==> src/sv/cdv_pkg.sv <==
// Shared types, constants and helper functions for the CPF check digit validator.
// Used by cdv_core and cpf_check_digit_validator; depends on nothing else.
package cdv_pkg;

    typedef struct packed {
        logic [7:0] character;
        logic       last;
    } in_word_t;

    typedef struct packed {
        logic       valid_res;
        logic [2:0] error_code;
    } out_word_t;

    // Running sums are kept as residues mod 11.
    typedef struct packed {
        logic [3:0] char_count;
        logic [3:0] first_rem;
        logic [3:0] second_rem;
        logic [3:0] first_digit;
        logic [3:0] tenth_digit;
        logic       all_same;
        logic       saw_non_digit;
    } state_t;

    localparam logic [2:0] ERR_OK        = 3'd0;
    localparam logic [2:0] ERR_LENGTH    = 3'd1;
    localparam logic [2:0] ERR_NON_DIGIT = 3'd2;
    localparam logic [2:0] ERR_ALL_EQUAL = 3'd3;
    localparam logic [2:0] ERR_FIRST     = 3'd4;
    localparam logic [2:0] ERR_SECOND    = 3'd5;

    localparam logic [7:0] ASCII_ZERO  = 8'd48;
    localparam logic [7:0] ASCII_NINE  = 8'd57;
    localparam logic [3:0] NUM_LENGTH  = 4'd11;
    localparam logic [3:0] COUNT_MAX   = 4'd12;
    localparam logic [3:0] FIRST_SPAN  = 4'd9;
    localparam logic [3:0] SECOND_SPAN = 4'd10;
    localparam logic [3:0] FIRST_TOP   = 4'd10;
    localparam logic [3:0] SECOND_TOP  = 4'd11;
    localparam logic [3:0] TENTH_IDX   = 4'd9;

    localparam state_t STATE_RESET = '{
        char_count:    4'd0,
        first_rem:     4'd0,
        second_rem:    4'd0,
        first_digit:   4'd0,
        tenth_digit:   4'd0,
        all_same:      1'b1,
        saw_non_digit: 1'b0
    };

    // Remainder mod 11 of a value below 128, by a reciprocal multiply.
    function automatic logic [3:0] mod11(input logic [6:0] x);
        logic [15:0] prod;
        logic [3:0]  q;
        logic [6:0]  r;
        prod = 16'(x) * 16'd373;
        q    = prod[15:12];
        r    = x - 7'(q) * 7'd11;
        return r[3:0];
    endfunction

    // Check digit (10 * sum) mod 11 with ten taken as zero, from sum mod 11.
    function automatic logic [3:0] check_digit(input logic [3:0] rem);
        logic [3:0] c;
        if (rem <= 4'd1)
        begin
            c = 4'd0;
        end
        else
        begin
            c = 4'd11 - rem;
        end
        return c;
    endfunction

endpackage

==> src/sv/cdv_core.sv <==
// Next-state and result logic for one character of the identity number.
// Depends on cdv_pkg for the word, state and error code definitions.
module cdv_core
(
    input  cdv_pkg::in_word_t  word,
    input  cdv_pkg::state_t    state,
    output cdv_pkg::state_t    state_next,
    output cdv_pkg::out_word_t result
);

    logic       is_digit;
    logic [3:0] digit;
    logic [3:0] idx;
    logic [3:0] w1;
    logic [3:0] w2;
    logic [7:0] prod1;
    logic [7:0] prod2;
    cdv_pkg::state_t upd;
    logic [2:0] code;

    assign idx      = state.char_count;
    assign is_digit = (word.character >= cdv_pkg::ASCII_ZERO) &&
                      (word.character <= cdv_pkg::ASCII_NINE);
    assign digit    = is_digit ? 4'(word.character - cdv_pkg::ASCII_ZERO) : 4'd0;
    assign w1       = cdv_pkg::FIRST_TOP - idx;
    assign w2       = cdv_pkg::SECOND_TOP - idx;
    assign prod1    = {4'd0, digit} * {4'd0, w1};
    assign prod2    = {4'd0, digit} * {4'd0, w2};

    always_comb
    begin
        upd = state;
        if (!is_digit)
        begin
            upd.saw_non_digit = 1'b1;
        end
        else if (idx < cdv_pkg::NUM_LENGTH)
        begin
            if (idx < cdv_pkg::FIRST_SPAN)
            begin
                upd.first_rem = cdv_pkg::mod11(7'(prod1) + 7'(state.first_rem));
            end
            if (idx < cdv_pkg::SECOND_SPAN)
            begin
                upd.second_rem = cdv_pkg::mod11(7'(prod2) + 7'(state.second_rem));
            end
            if (idx == 4'd0)
            begin
                upd.first_digit = digit;
            end
            else if (digit != state.first_digit)
            begin
                upd.all_same = 1'b0;
            end
            if (idx == cdv_pkg::TENTH_IDX)
            begin
                upd.tenth_digit = digit;
            end
        end
        if (state.char_count < cdv_pkg::COUNT_MAX)
        begin
            upd.char_count = state.char_count + 4'd1;
        end

        if (upd.char_count != cdv_pkg::NUM_LENGTH)
        begin
            code = cdv_pkg::ERR_LENGTH;
        end
        else if (upd.saw_non_digit)
        begin
            code = cdv_pkg::ERR_NON_DIGIT;
        end
        else if (upd.all_same)
        begin
            code = cdv_pkg::ERR_ALL_EQUAL;
        end
        else if (cdv_pkg::check_digit(upd.first_rem) != upd.tenth_digit)
        begin
            code = cdv_pkg::ERR_FIRST;
        end
        else if (cdv_pkg::check_digit(upd.second_rem) != digit)
        begin
            code = cdv_pkg::ERR_SECOND;
        end
        else
        begin
            code = cdv_pkg::ERR_OK;
        end

        result.error_code = code;
        result.valid_res  = (code == cdv_pkg::ERR_OK);
        state_next        = word.last ? cdv_pkg::STATE_RESET : upd;
    end

endmodule

==> src/sv/cpf_check_digit_validator.sv <==
// Top level of the CPF check digit validator: input register, state, result register.
// Depends on cdv_pkg and cdv_core.
//
// An identity number enters one ASCII character per word on the item channel
// (item_valid, item_stall, item_word), with last set on its final character.
// For each number one result word leaves on the res channel (res_valid,
// res_stall, res_word): valid_res and the error code of the first failing
// check (length, non-digit, all digits equal, first or second check digit).
// A word is taken at a rising edge where valid is high and stall is low.
// Each character passes an input register and then one step of mod-11 logic
// into the state and result registers, so the result of a number reaches res_valid
// from the result register. One character is taken every cycle while item_stall
// is low, and a new number may start right after the last one.
// A result waiting in the output register does not stop characters that
// carry no result; only a last character meeting a full, stalled output
// register holds the input side. Reset clears all valid flags and the
// number state, so the next character starts a new number.
module cpf_check_digit_validator
(
    input  logic                clk,
    input  logic                rst_n,
    input  logic                item_valid,
    output logic                item_stall,
    input  cdv_pkg::in_word_t   item_word,
    output logic                res_valid,
    input  logic                res_stall,
    output cdv_pkg::out_word_t  res_word
);

    logic               in_vld_reg;
    cdv_pkg::in_word_t  in_reg;
    cdv_pkg::state_t    state_reg;
    cdv_pkg::state_t    state_next;
    logic               out_vld_reg;
    cdv_pkg::out_word_t out_reg;
    cdv_pkg::out_word_t result;
    logic               proceed;

    cdv_core u_core
    (
        .word       (in_reg),
        .state      (state_reg),
        .state_next (state_next),
        .result     (result)
    );

    assign proceed    = in_vld_reg && (!in_reg.last || !out_vld_reg || !res_stall);
    assign item_stall = in_vld_reg && !proceed;
    assign res_valid  = out_vld_reg;
    assign res_word   = out_reg;

    always_ff @(posedge clk or negedge rst_n)
    begin
        if (!rst_n)
        begin
            in_vld_reg  <= 1'b0;
            out_vld_reg <= 1'b0;
            state_reg   <= cdv_pkg::STATE_RESET;
        end
        else
        begin
            if (!item_stall)
            begin
                in_vld_reg <= item_valid;
            end
            if (proceed)
            begin
                state_reg <= state_next;
            end
            if (proceed && in_reg.last)
            begin
                out_vld_reg <= 1'b1;
            end
            else if (!res_stall)
            begin
                out_vld_reg <= 1'b0;
            end
        end
    end

    always_ff @(posedge clk)
    begin
        if (item_valid && !item_stall)
        begin
            in_reg <= item_word;
        end
        if (proceed && in_reg.last)
        begin
            out_reg <= result;
        end
    end

    assert property (@(posedge clk) disable iff (!rst_n)
        out_vld_reg |-> (out_reg.valid_res == (out_reg.error_code == cdv_pkg::ERR_OK)))
        else $error("valid_res disagrees with the error code");

    assert property (@(posedge clk) disable iff (!rst_n)
        (proceed && in_reg.last) |=> (state_reg.char_count == 4'd0 && state_reg.all_same
                                      && !state_reg.saw_non_digit))
        else $error("number state not cleared after a result");

    assert property (@(posedge clk) disable iff (!rst_n)
        item_stall |-> (in_vld_reg && in_reg.last && out_vld_reg && res_stall))
        else $error("input held without a blocked result");

    assert property (@(posedge clk) disable iff (!rst_n)
        state_reg.char_count <= cdv_pkg::COUNT_MAX)
        else $error("character count beyond saturation");

endmodule
==> config.mk <==
export PLATFORM = sky130hd
export DESIGN_NAME = cpf_check_digit_validator
export DESIGN_NICKNAME = d
export VERILOG_FILES = /design/src/sv/cdv_pkg.sv /design/src/sv/cdv_core.sv /design/src/sv/cpf_check_digit_validator.sv
export SDC_FILE = /design/constraint.sdc
export NUM_CORES = 1
export LEC_CHECK = 0
export BUFFER_PORTS_ARGS = -buffer_cell sky130_fd_sc_hd__buf_4
export CORE_AREA = 5 5 107 109
export CTS_CLUSTER_DIAMETER = 80
export DETAILED_ROUTE_END_ITERATION = 10
export DIE_AREA = 0 0 112 114
export GPL_TIMING_DRIVEN = 0
export PLACE_DENSITY = 0.81
export SLEW_MARGIN = 40
export SYNTH_ARGS = -nofsm -noshare
export SYNTH_HDL_FRONTEND = slang
export SYNTH_SLANG_ARGS = --single-unit
==> constraint.sdc <==
create_clock -name clk -period 10.6 [get_ports clk]
set_clock_uncertainty 0.05 [all_clocks]
set_input_delay 2.12 -clock clk [delete_from_list [all_inputs] [get_ports clk]]
set_output_delay 2.12 -clock clk [all_outputs]
set_load 0.02 [all_outputs]
==> results of run 1 <==
routing by layer:
metal | share of wire | wire length [microns] | vias up
li1 | - | - | 2197
met4 | 0.036 | 512 | 0
met5 | 0 | 0 | -
met2 | 0.54 | 7820 | 159
met1 | 0.38 | 5550 | 2310
met3 | 0.037 | 540 | 47
Yosys cell counts, types with 3 or more instances:
cell type	instances
a32o_1	4
a21o_1	15
a31oi_1	7
a22o_1	5
mux2i_1	7
a211oi_1	5
o211ai_1	3
a21oi_1	21
xor2_1	16
xnor2_1	28
o21ai_0	22
o21ai_1	3
or2_2	7
ha_1	121
nand2_1	24
dfrtp_1	23
and2_1	12
nand3_1	9
and4_1	3
edfxtp_1	13
and3_1	7
nor3_1	5
nor2b_1	5
nand4_1	6
inv_1	87
clkbuf_1	5
nor2_1	42
fa_1	40
nand2b_1	5
cell type report:
cell class | count | share of cell area
Clock inverter | 2 | 0.00144
Timing Repair Buffer | 80 | 0.0862
Multi-Input combinational cell | 457 | 0.684
Buffer | 4 | 0.00233
Clock buffer | 6 | 0.0104
Inverter | 87 | 0.0478
Sequential cell | 37 | 0.143
Tap cell | 140 | 0.0251
logic make-up after synthesis:
logic type / count (synthesis) / synth area share
fa+ha+maj: 161 / 0.412
simple gates: 137 / 0.125
flops: 37 / 0.177
buf+inv: 93 / 0.0628
xor+xnor: 47 / 0.0784
mux: 10 / 0.0194
compound gates: 102 / 0.126
critical path: cells and delay by family, from the launching register on:
family	cells	cell delay [ps]
mux	1	130
compound gates	11	2190
buf+inv	4	190
simple gates	9	1860
xor+xnor	6	1090
flops	1	370
fa+ha+maj	12	4530
worst min path at each step:
stage	startpoint	end	cells after the start
finish	state_reg[5]	state_reg[5]	2
global placement	state_reg[2]	state_reg[2]	2
CTS	state_reg[2]	state_reg[2]	2
global route	state_reg[17]	state_reg[17]	1
floorplan	state_reg[2]	state_reg[2]	2
detailed placement	state_reg[2]	state_reg[2]	2
cell usage in the layout (no fill, tap or decap), types with 5 or more instances in the layout:
cell,n
nand4_1,6
ha_2,5
ha_1,105
o21ai_0,21
inv_2,9
fa_1,37
and2_1,7
and2_4,5
xor2_1,13
nand2_1,20
edfxtp_1,13
clkbuf_8,5
a21oi_1,11
a21oi_2,8
buf_4,80
nand2b_1,5
dfrtp_1,22
a21o_1,15
xnor2_2,10
mux2i_1,7
nor3_1,5
nor2_1,36
ha_4,11
nand3_1,9
inv_1,76
a22o_1,5
xnor2_1,18
a31oi_1,6
and3_1,5
stage by stage:
stage                     setup TNS (ps)  setup slack, ps
after global routing               -1200             -433
after global placement             -2350             -800
final                             -0.158           -0.158
after floorplan                        0             9.86
after detailed placement           -3160            -1070
after CTS                              0             2.24
repair_timing:
action,in CTS,in global routing
setup endpoints to repair,3,3
resized for setup,50,48
pin swaps,45,87
setup buffers,30,32
power groups by stage:
stage / logic [mW] / registers (mW) / clock network (mW)
after global routing: 0.219 / 0.167 / 0.104
after global placement: 0.145 / 0.167 / 0
after detailed placement: 0.155 / 0.168 / 0
after floorplan: 0.113 / 0.166 / 0
after CTS: 0.174 / 0.165 / 0.0965
final: 0.199 / 0.166 / 0.0981
==> metrics.md, run 1 <==
| Metric | Value |
|---|---|
| Status | finished with violations |
| Failing checks | setup timing |
| Non-Filler Instances | 813 |
| Drt total wl | roughly 14 mm |
| Pin count of the biggest net entering global routing | 25 |
| Final Critical Period | approximately 11,000 ps |
| Top cell by count, worst path | fa_1 |
| Max clock buf depth | 2 |
| Int Pwr | ~290 uW |
| Kind of critical path | reg -> reg |
| Worst Setup End Kind | flop |
| Slew margin rel. | 0.642 |
| DPL Wire Length | a little under 10 mm |
| Switch share | 0.375 |
| Final setup viols | 1 |
| Syn Nets | about 760 |
| Final period util | 1.00 |
| Setup crit end | res_word[3] |
| Post-synth cell types | 60 |
| Final Hold Fails | 0 |
| Vias in the first global route | about 4,900 |
| Met3 GRT Util | 0.0271 |
| DRT Pass-1 Iters | 5 |
| Flop pwr share | 0.359 |
| Clk pwr share | 0.212 |
| Sequential share of the synthesized area | 0.177 |
| Multi-input gate area | about 4800 sq um |
| DRC viols | 0 |
| Mapped Cells | 587 |
| Placed insts | between 700 and 800 |
| Initial Utilization | 0.534 |
| Ys async rst share | 0.649 |
| Power share of the combinational group | 0.429 |
| CTS Sinks | 37 |
| Die Ht | 114 microns |
| Final Slew Violations | 0 |
| Post-DR vias/cell | approximately 5.8 |
| Antenna viol nets, final | 0 |
| RSZ-0062 raised after global routing | yes |
| Busiest grt layer | met2 |
| Psw | about 170 uW |
| Worst hold slack | 456 ps |
| Avg Inst Size Synth | ~9.6 sq um |
| End-of-flow core utilization | 0.663 |
| Root buf cell | clkbuf_8 |
| Worst hold-check path type | reg -> reg |
| Placed instance area | 5950 sq um |
| GR Util met2 | 0.415 |
| CTS tree | built |
| Worst VDD drop | between 0.00006 and 0.00007 V |
| PwrDens | 66.4 nW/um^2 |
| Die Span X | around 110 microns |
| Worst skew pair latency | 300 ps |
| Crit Path Max Fanout | 6 |
| CP Launch Type | flop |
| Worst r2r path cells | between 40 and 50 |
| EDFF count, synth | 13 |
| Met1 usage | 0.240 |
| Fill count | slightly above 700 |
| Max reg flops | 22 |
| Post-route cell area | ~7000 sq um |
| Synth top area cells | ha_1 (27%), fa_1 (14%), dfrtp_1 (10%), edfxtp_1 (7.0%), inv_1 (5.8%) |
| TritonCTS buffer count | 5 |
| Fin nets | roughly 850 |
| Yosys top cell area share | 0.270 |
| Warnings, synthesis | 0 |
| Crit path required time | 10,710 ps |
| CP max stage cell | fa_1 |
| Drt first-iter violations | approximately 350 |
| CP peak stage delay | roughly 570 ps |
| Hold_buf cts | 0 |
| R2R setup slack | -0.2 ps |
| Reg clk slew, reported paths | approximately 80 ps |
| Grt total ovfl | 0 |
| H-tree levels | 2 |
| N_diodes | 0 |
| Ys flop type | dfrtp_1 |
| Layout cells sized above 1 | 0.279 |
| Register Area | about 1000 sq um |
| WL per Instance | 17.7 microns |
| CORE AREA | 10,500 sq um |
| Vias | 4,713 |
| Synth Cell Area | 5620 sq um |
| Arr. time, crit path | 10,710 ps |
| Achievable Freq | approximately 94 MHz |
| Worst-margin pin slew | around 530 ps |
| Area leader, netlist | ha_1 |
| R2r startpoint | in_reg[7] |
| Initial antenna violation count | 0 |
| Area grow syn2layout | 24.1% |
| Row cnt | 38 |
| Die Area | roughly 13,000 sq um |
| Leak | approximately 3.8 nW |
| Synth Register Bits | 37 |
| IO buf count | 18 |
| Final WS setup | -0.158 ps |
| GP Congestion | 0.870 |
| Maxcap violations | 0 |
| Gr usage total | 0.213 |
| CP startpoint | in_reg[7] |
| Power, Total | roughly 460 uW |
| Worst R2R End | res_word[3] |
| Top Ports | 19 |
| First-pass GRT wire length | ~23 mm |
No activity file was read; power rests on OpenSTA's default activity.
==> run 2, diff against run 1 <==
Settings changed: MAX_ROUTING_LAYER set to met4, PLACE_DENSITY 0.81 to 0.74.
==> metrics.md, run 2 (synthesis gave the netlist of run 1 again) <==
| Metric | Value |
|---|---|
| Worst-margin pin slew | 645 ps (+110 ps) |
| DRC viols | 0 (unchanged) |
| PwrDens | 66.5 nW/um^2 (about the same) |
| Layout cells sized above 1 | 0.296 (+0.0163) |
| Reg clk slew, reported paths | 80 ps (about the same) |
| Root buf cell | clkbuf_8 |
| Max clock buf depth | 2 (unchanged) |
| Crit Path Max Fanout | 8 (+2) |
| Area grow syn2layout | 26.1% |
| Multi-input gate area | 4850 sq um (+1.8%) |
| Worst hold-check path type | reg -> reg |
| IO buf count | 18 (unchanged) |
| Achievable Freq | 94.5 MHz (+0.21%) |
| Fin nets | 846 (unchanged) |
| DPL Wire Length | 9.60 mm (-2.8%) |
| CTS tree | built |
| Die Area | 12,800 sq um (unchanged) |
| Initial antenna violation count | 0 (unchanged) |
| WL per Instance | 16.4 microns (-7.3%) |
| Drt first-iter violations | 256 (-27%) |
| CP max stage cell | fa_1 |
| Register Area | 995 sq um (+0.13%) |
| N_diodes | 0 (unchanged) |
| Most common cell after layout, fill and taps aside | ha_1 |
| Vias | 4,651 (-1.3%) |
| Max reg flops | 22 (unchanged) |
| Final period util | 0.998 (-0.00206) |
| Row cnt | 38 (unchanged) |
| Worst VDD drop | 0.000114 V (+86%) |
| Worst Setup End Kind | flop |
| Worst skew pair latency | 290 ps (about the same) |
| CP peak stage delay | 520 ps (-50 ps) |
| Die Ht | 114 microns (unchanged) |
| Initial Utilization | 0.534 (unchanged) |
| Setup WS pre-CTS | -1100 ps (-27.7 ps) |
| Crit path required time | 10,590 ps (-120 ps) |
| R2R setup slack | 20 ps (+20 ps) |
| Grt total ovfl | 0 (unchanged) |
| GP Congestion | 0.878 (+0.90%) |
| Post-DR vias/cell | 5.72 (-1.3%) |
| Commonest cells after routing, fill and taps aside | ha_1 (101), buf_4 (80), inv_1 (75) |
| Hold_buf cts | 0 (unchanged) |
| Maxcap violations | 0 (unchanged) |
| Final Critical Period | 10,580 ps (-21.8 ps) |
| Final Hold Fails | 0 (unchanged) |
| Pin count of the biggest net entering global routing | 25 (unchanged) |
| Leak | 3.78 nW (about the same) |
| Met3 GRT Util | 0.0308 (+0.00371) |
| Drt total wl | 13.4 mm (-7.3%) |
| H-tree levels | 2 (unchanged) |
| CORE AREA | 10,500 sq um (unchanged) |
| Vias in the first global route | 4,891 (-1.1%) |
| Die Span X | 112 microns (unchanged) |
| Top cell by count, worst path | fa_1 |
| Slew margin rel. | 0.567 (-0.0752) |
| DRT Pass-1 Iters | 5 (unchanged) |
| Top Ports | 19 (unchanged) |
| Met1 usage | 0.263 (+0.0229) |
| CTS Sinks | 37 (unchanged) |
| GR Util met2 | 0.377 (-0.0384) |
| Final Slew Violations | 0 (unchanged) |
| CP Launch Type | flop |
| First-pass GRT wire length | 22.1 mm (-2.3%) |
| RSZ-0062 raised after global routing | yes |
| Kind of critical path | reg -> reg |
| Busiest grt layer | met2 |
| Gr usage total | 0.215 (+0.00148) |
| Fill count | 738 (+4.1%) |
| Status | finished, final reports clean |
| Final setup viols | 0 (-1) |
| Power, Total | 471 uW (+1.7%) |
| Final WS setup | 21.7 ps (+21.8 ps) |
| Antenna viol nets, final | 0 (unchanged) |
| Arr. time, crit path | 10,560 ps (-150 ps) |
| TritonCTS buffer count | 5 (unchanged) |
run 2: per-stage QoR:
| stage | hold slack [ps] | std cells | setup TNS [ps] | utilization | instance area, sq um |
|---|---|---|---|---|---|
| after floorplan | 400 | 587 | 0 | - | 5640 |
| after global placement | 415 | 745 | -2470 | 0.566 | 5950 |
| after detailed placement | 422 | 745 | -3250 | 0.566 | 5950 |
| after CTS | 439 | 784 | 0 | 0.625 | 6570 |
| after global routing | 464 | 813 | -1110 | 0.674 | 7080 |
| final | 437 | 813 | 0 | 0.674 | 7080 |
run 2: worst paths after layout:
kind | startpoint | end | depth (start not counted)
hold reg to reg | state_reg[3] | state_reg[3] | 2
min in group asynchronous | rst_n | state_reg[0] | 1
max in group asynchronous | rst_n | state_reg[1] | 1
setup reg to reg | in_reg[8] | res_word[0] | 42
hold / removal | state_reg[3] | state_reg[3] | 2
setup / recovery | in_reg[8] | res_word[0] | 42
run 2: layout make-up:
type / count / area share
sequential: 37 / 0.140
tap: 140 / 0.0247
buffer: 4 / 0.00265
clock buffer: 5 / 0.00972
timing repair buffer: 80 / 0.0866
inverter: 87 / 0.0475
multi-input combinational: 457 / 0.685
clock inverter: 3 / 0.00300
run 2: power breakdown:
part | switching, mW | internal, mW
Sequential | 0.00926 | 0.156
Combinational | 0.113 | 0.0909
Clock | 0.0555 | 0.0467
Total | 0.177 | 0.293
run 2: repair_timing:
item                       4_1_cts  5_1_grt
gates resized for setup         53       62
setup buffers                   31       33
pin swaps                       57       86
setup endpoints to repair        3        3
run 2: per-layer routing:
| layer | part of all wire | routed length (microns) |
|---|---|---|
| met1 | 0.41 | 5490 |
| met2 | 0.53 | 7040 |
| met3 | 0.037 | 499 |
| met4 | 0.025 | 336 |
| met5 | 0 | 0 |
run 2: critical path, delay by kind of cell, from the launching register on:
family | cells | cell delay [ps]
adder cells (fa/ha/maj) | 12 | 4590
AO/OA/AOI/OAI | 10 | 1790
AND/OR/NAND/NOR | 8 | 1550
XOR/XNOR | 6 | 1410
buffers and inverters | 5 | 390
flip-flops | 1 | 360
multiplexers | 1 | 130
==> run 3, diff against run 2 <==
Settings changed: CORE_AREA 5 5 107 109 to 2 2 104 106, CTS_BUF_LIST set to sky130_fd_sc_hd__clkbuf_2 sky130_fd_sc_hd__clkbuf_4 sky130_fd_sc_hd__clkbuf_8, DIE_AREA 0 0 112 114 to 0 0 106 108.
==> metrics.md, run 3 (synthesis gave the netlist of run 1 again) <==
| Metric | Value |
|---|---|
| Status | finished, final reports clean |
| IO buf count | 18 (unchanged) |
| Top cell by count, worst path | fa_1 |
| Fin nets | 837 (-1.1%) |
| Max reg flops | 22 (unchanged) |
| Row cnt | 37 (-2.6%) |
| Leak | 3.74 nW (-1.0%) |
| Worst Setup End Kind | flop |
| Slew margin rel. | 0.604 (+0.0374) |
| Maxcap violations | 0 (unchanged) |
| Final WS setup | 38.2 ps (+16.5 ps) |
| Antenna viol nets, final | 0 (unchanged) |
| Die Area | 11,400 sq um (-10%) |
| Worst skew pair latency | 300 ps (about the same) |
| R2R setup slack | 40 ps (+20 ps) |
| Drt total wl | 13.3 mm (-0.82%) |
| H-tree levels | 2 (unchanged) |
| Crit Path Max Fanout | 5 (-3) |
| First-pass GRT wire length | 20.8 mm (-6.0%) |
| Die Ht | 108 microns (-5.3%) |
| Initial antenna violation count | 0 (unchanged) |
| Pin count of the biggest net entering global routing | 25 (unchanged) |
| WL per Instance | 16.6 microns (+0.80%) |
| Max clock buf depth | 2 (unchanged) |
| Register Area | 993 sq um (-0.13%) |
| Area grow syn2layout | 23.6% |
| Root buf cell | clkbuf_8 |
| Placed insts | 741 (-0.54%) |
| Post-DR vias/cell | 5.70 (-0.34%) |
| CTS tree | built |
| Grt total ovfl | 0 (unchanged) |
| DRT Pass-1 Iters | 5 (unchanged) |
| Worst-margin pin slew | 591 ps (-53.6 ps) |
| N_diodes | 0 (unchanged) |
| TritonCTS buffer count | 5 (unchanged) |
| Kind of critical path | reg -> reg |
| Worst hold-check path type | reg -> reg |
| Layout cells sized above 1 | 0.276 (-0.0201) |
| Placed instance area | 5940 sq um (about the same) |
| Vias in the first global route | 4,573 (-6.5%) |
| Final period util | 0.996 (-0.00156) |
| Power, Total | 460 uW (-2.2%) |
| Final Hold Fails | 0 (unchanged) |
| Worst VDD drop | 0.0000478 V (-58%) |
| Final setup viols | 0 (unchanged) |
| Vias | 4,561 (-1.9%) |
| Most common cell after layout, fill and taps aside | ha_1 |
| DPL Wire Length | 9.35 mm (-2.6%) |
| Reg clk slew, reported paths | 70 ps (about the same) |
| CP peak stage delay | 550 ps (+30 ps) |
| Achievable Freq | 94.7 MHz (+0.16%) |
| Commonest cells after routing, fill and taps aside | ha_1 (103), inv_1 (75), buf_4 (69) |
| RSZ-0062 raised after global routing | yes |
| Drt first-iter violations | 272 (+6.3%) |
| CTS Sinks | 37 (unchanged) |
| Final Slew Violations | 0 (unchanged) |
| PwrDens | 66.3 nW/um^2 (-0.21%) |
| Gr usage total | 0.233 (+0.0188) |
| Setup_tns | 0 ps (unchanged) |
| Arr. time, crit path | 10,550 ps (about the same) |
| CP max stage cell | fa_1 |
| Crit path required time | 10,590 ps (about the same) |
| Multi-input gate area | 4800 sq um (-1.0%) |
| Initial Utilization | 0.549 (+0.0144) |
| CORE AREA | 10,200 sq um (-2.6%) |
| Fill count | 719 (-2.6%) |
| DRC viols | 0 (unchanged) |
| GP Congestion | 0.880 (+0.15%) |
| Setup WS pre-CTS | -1070 ps (+21.6 ps) |
| Die Span X | 106 microns (-5.4%) |
| Top Ports | 19 (unchanged) |
| Non-Filler Instances | 800 (-1.6%) |
| CP Launch Type | flop |
| Final Critical Period | 10,560 ps (-16.5 ps) |
| Post-route cell area | 6940 sq um (-2.0%) |
## run 3: where the power goes
part / leakage [nW] / switching (mW) / internal [mW]
Sequential: 0.443 / 0.00947 / 0.156
Combinational: 3.25 / 0.109 / 0.0854
Clock: 0.0484 / 0.0527 / 0.0482
Total: 3.74 / 0.171 / 0.289
## run 3: what timing repair did
action                                  in CTS  in global routing
resized for setup                           57                 45
pin swaps                                   56                 83
hold buffers                                 0                  0
cloned                                       0                  1
buffers inserted                            30                 22
endpoints found under the setup margin       3                  3
## run 3: worst paths after layout
kind / from / to / cells after the start
min: state_reg[4] / state_reg[4] / 2
max in group asynchronous: rst_n / state_reg[1] / 1
max: in_reg[7] / res_word[0] / 43
min in group asynchronous: rst_n / state_reg[15] / 1
min reg2reg: state_reg[4] / state_reg[4] / 2
max reg2reg: in_reg[7] / res_word[0] / 43
## run 3: area by class of cell
class | count | share of cell area
Buffer | 4 | 0.00270
Timing Repair Buffer | 70 | 0.0775
Inverter | 87 | 0.0479
Sequential cell | 37 | 0.143
Clock buffer | 6 | 0.0110
Tap cell | 136 | 0.0245
Multi-Input combinational cell | 458 | 0.692
Clock inverter | 2 | 0.00144
## run 3: routing by layer
| layer | vias up | part of all wire | GRT usage |
|---|---|---|---|
| met2 | 112 | 0.53 | 0.420 |
| met3 | 32 | 0.036 | 0.0235 |
| met4 | 0 | 0.020 | 0.0677 |
| met5 | - | 0 | - |
| met1 | 2236 | 0.41 | 0.279 |
| li1 | 2181 | - | - |
## run 3: stage by stage
stage          hold WS [ps]  utilization
6_report                438        0.679
5_1_grt                 469        0.679
4_1_cts                 444        0.642
3_5_place_dp            425        0.581
3_3_place_gp            416        0.581
2_1_floorplan           400            -
## run 3: worst max-delay path, delay by kind of cell, from the launching register on
family | cells | cell delay, ps
adder cells (fa/ha/maj) | 13 | 4930
AND/OR/NAND/NOR | 9 | 1640
buffers and inverters | 4 | 160
multiplexers | 1 | 130
AO/OA/AOI/OAI | 11 | 2080
flip-flops | 1 | 370
XOR/XNOR | 5 | 910
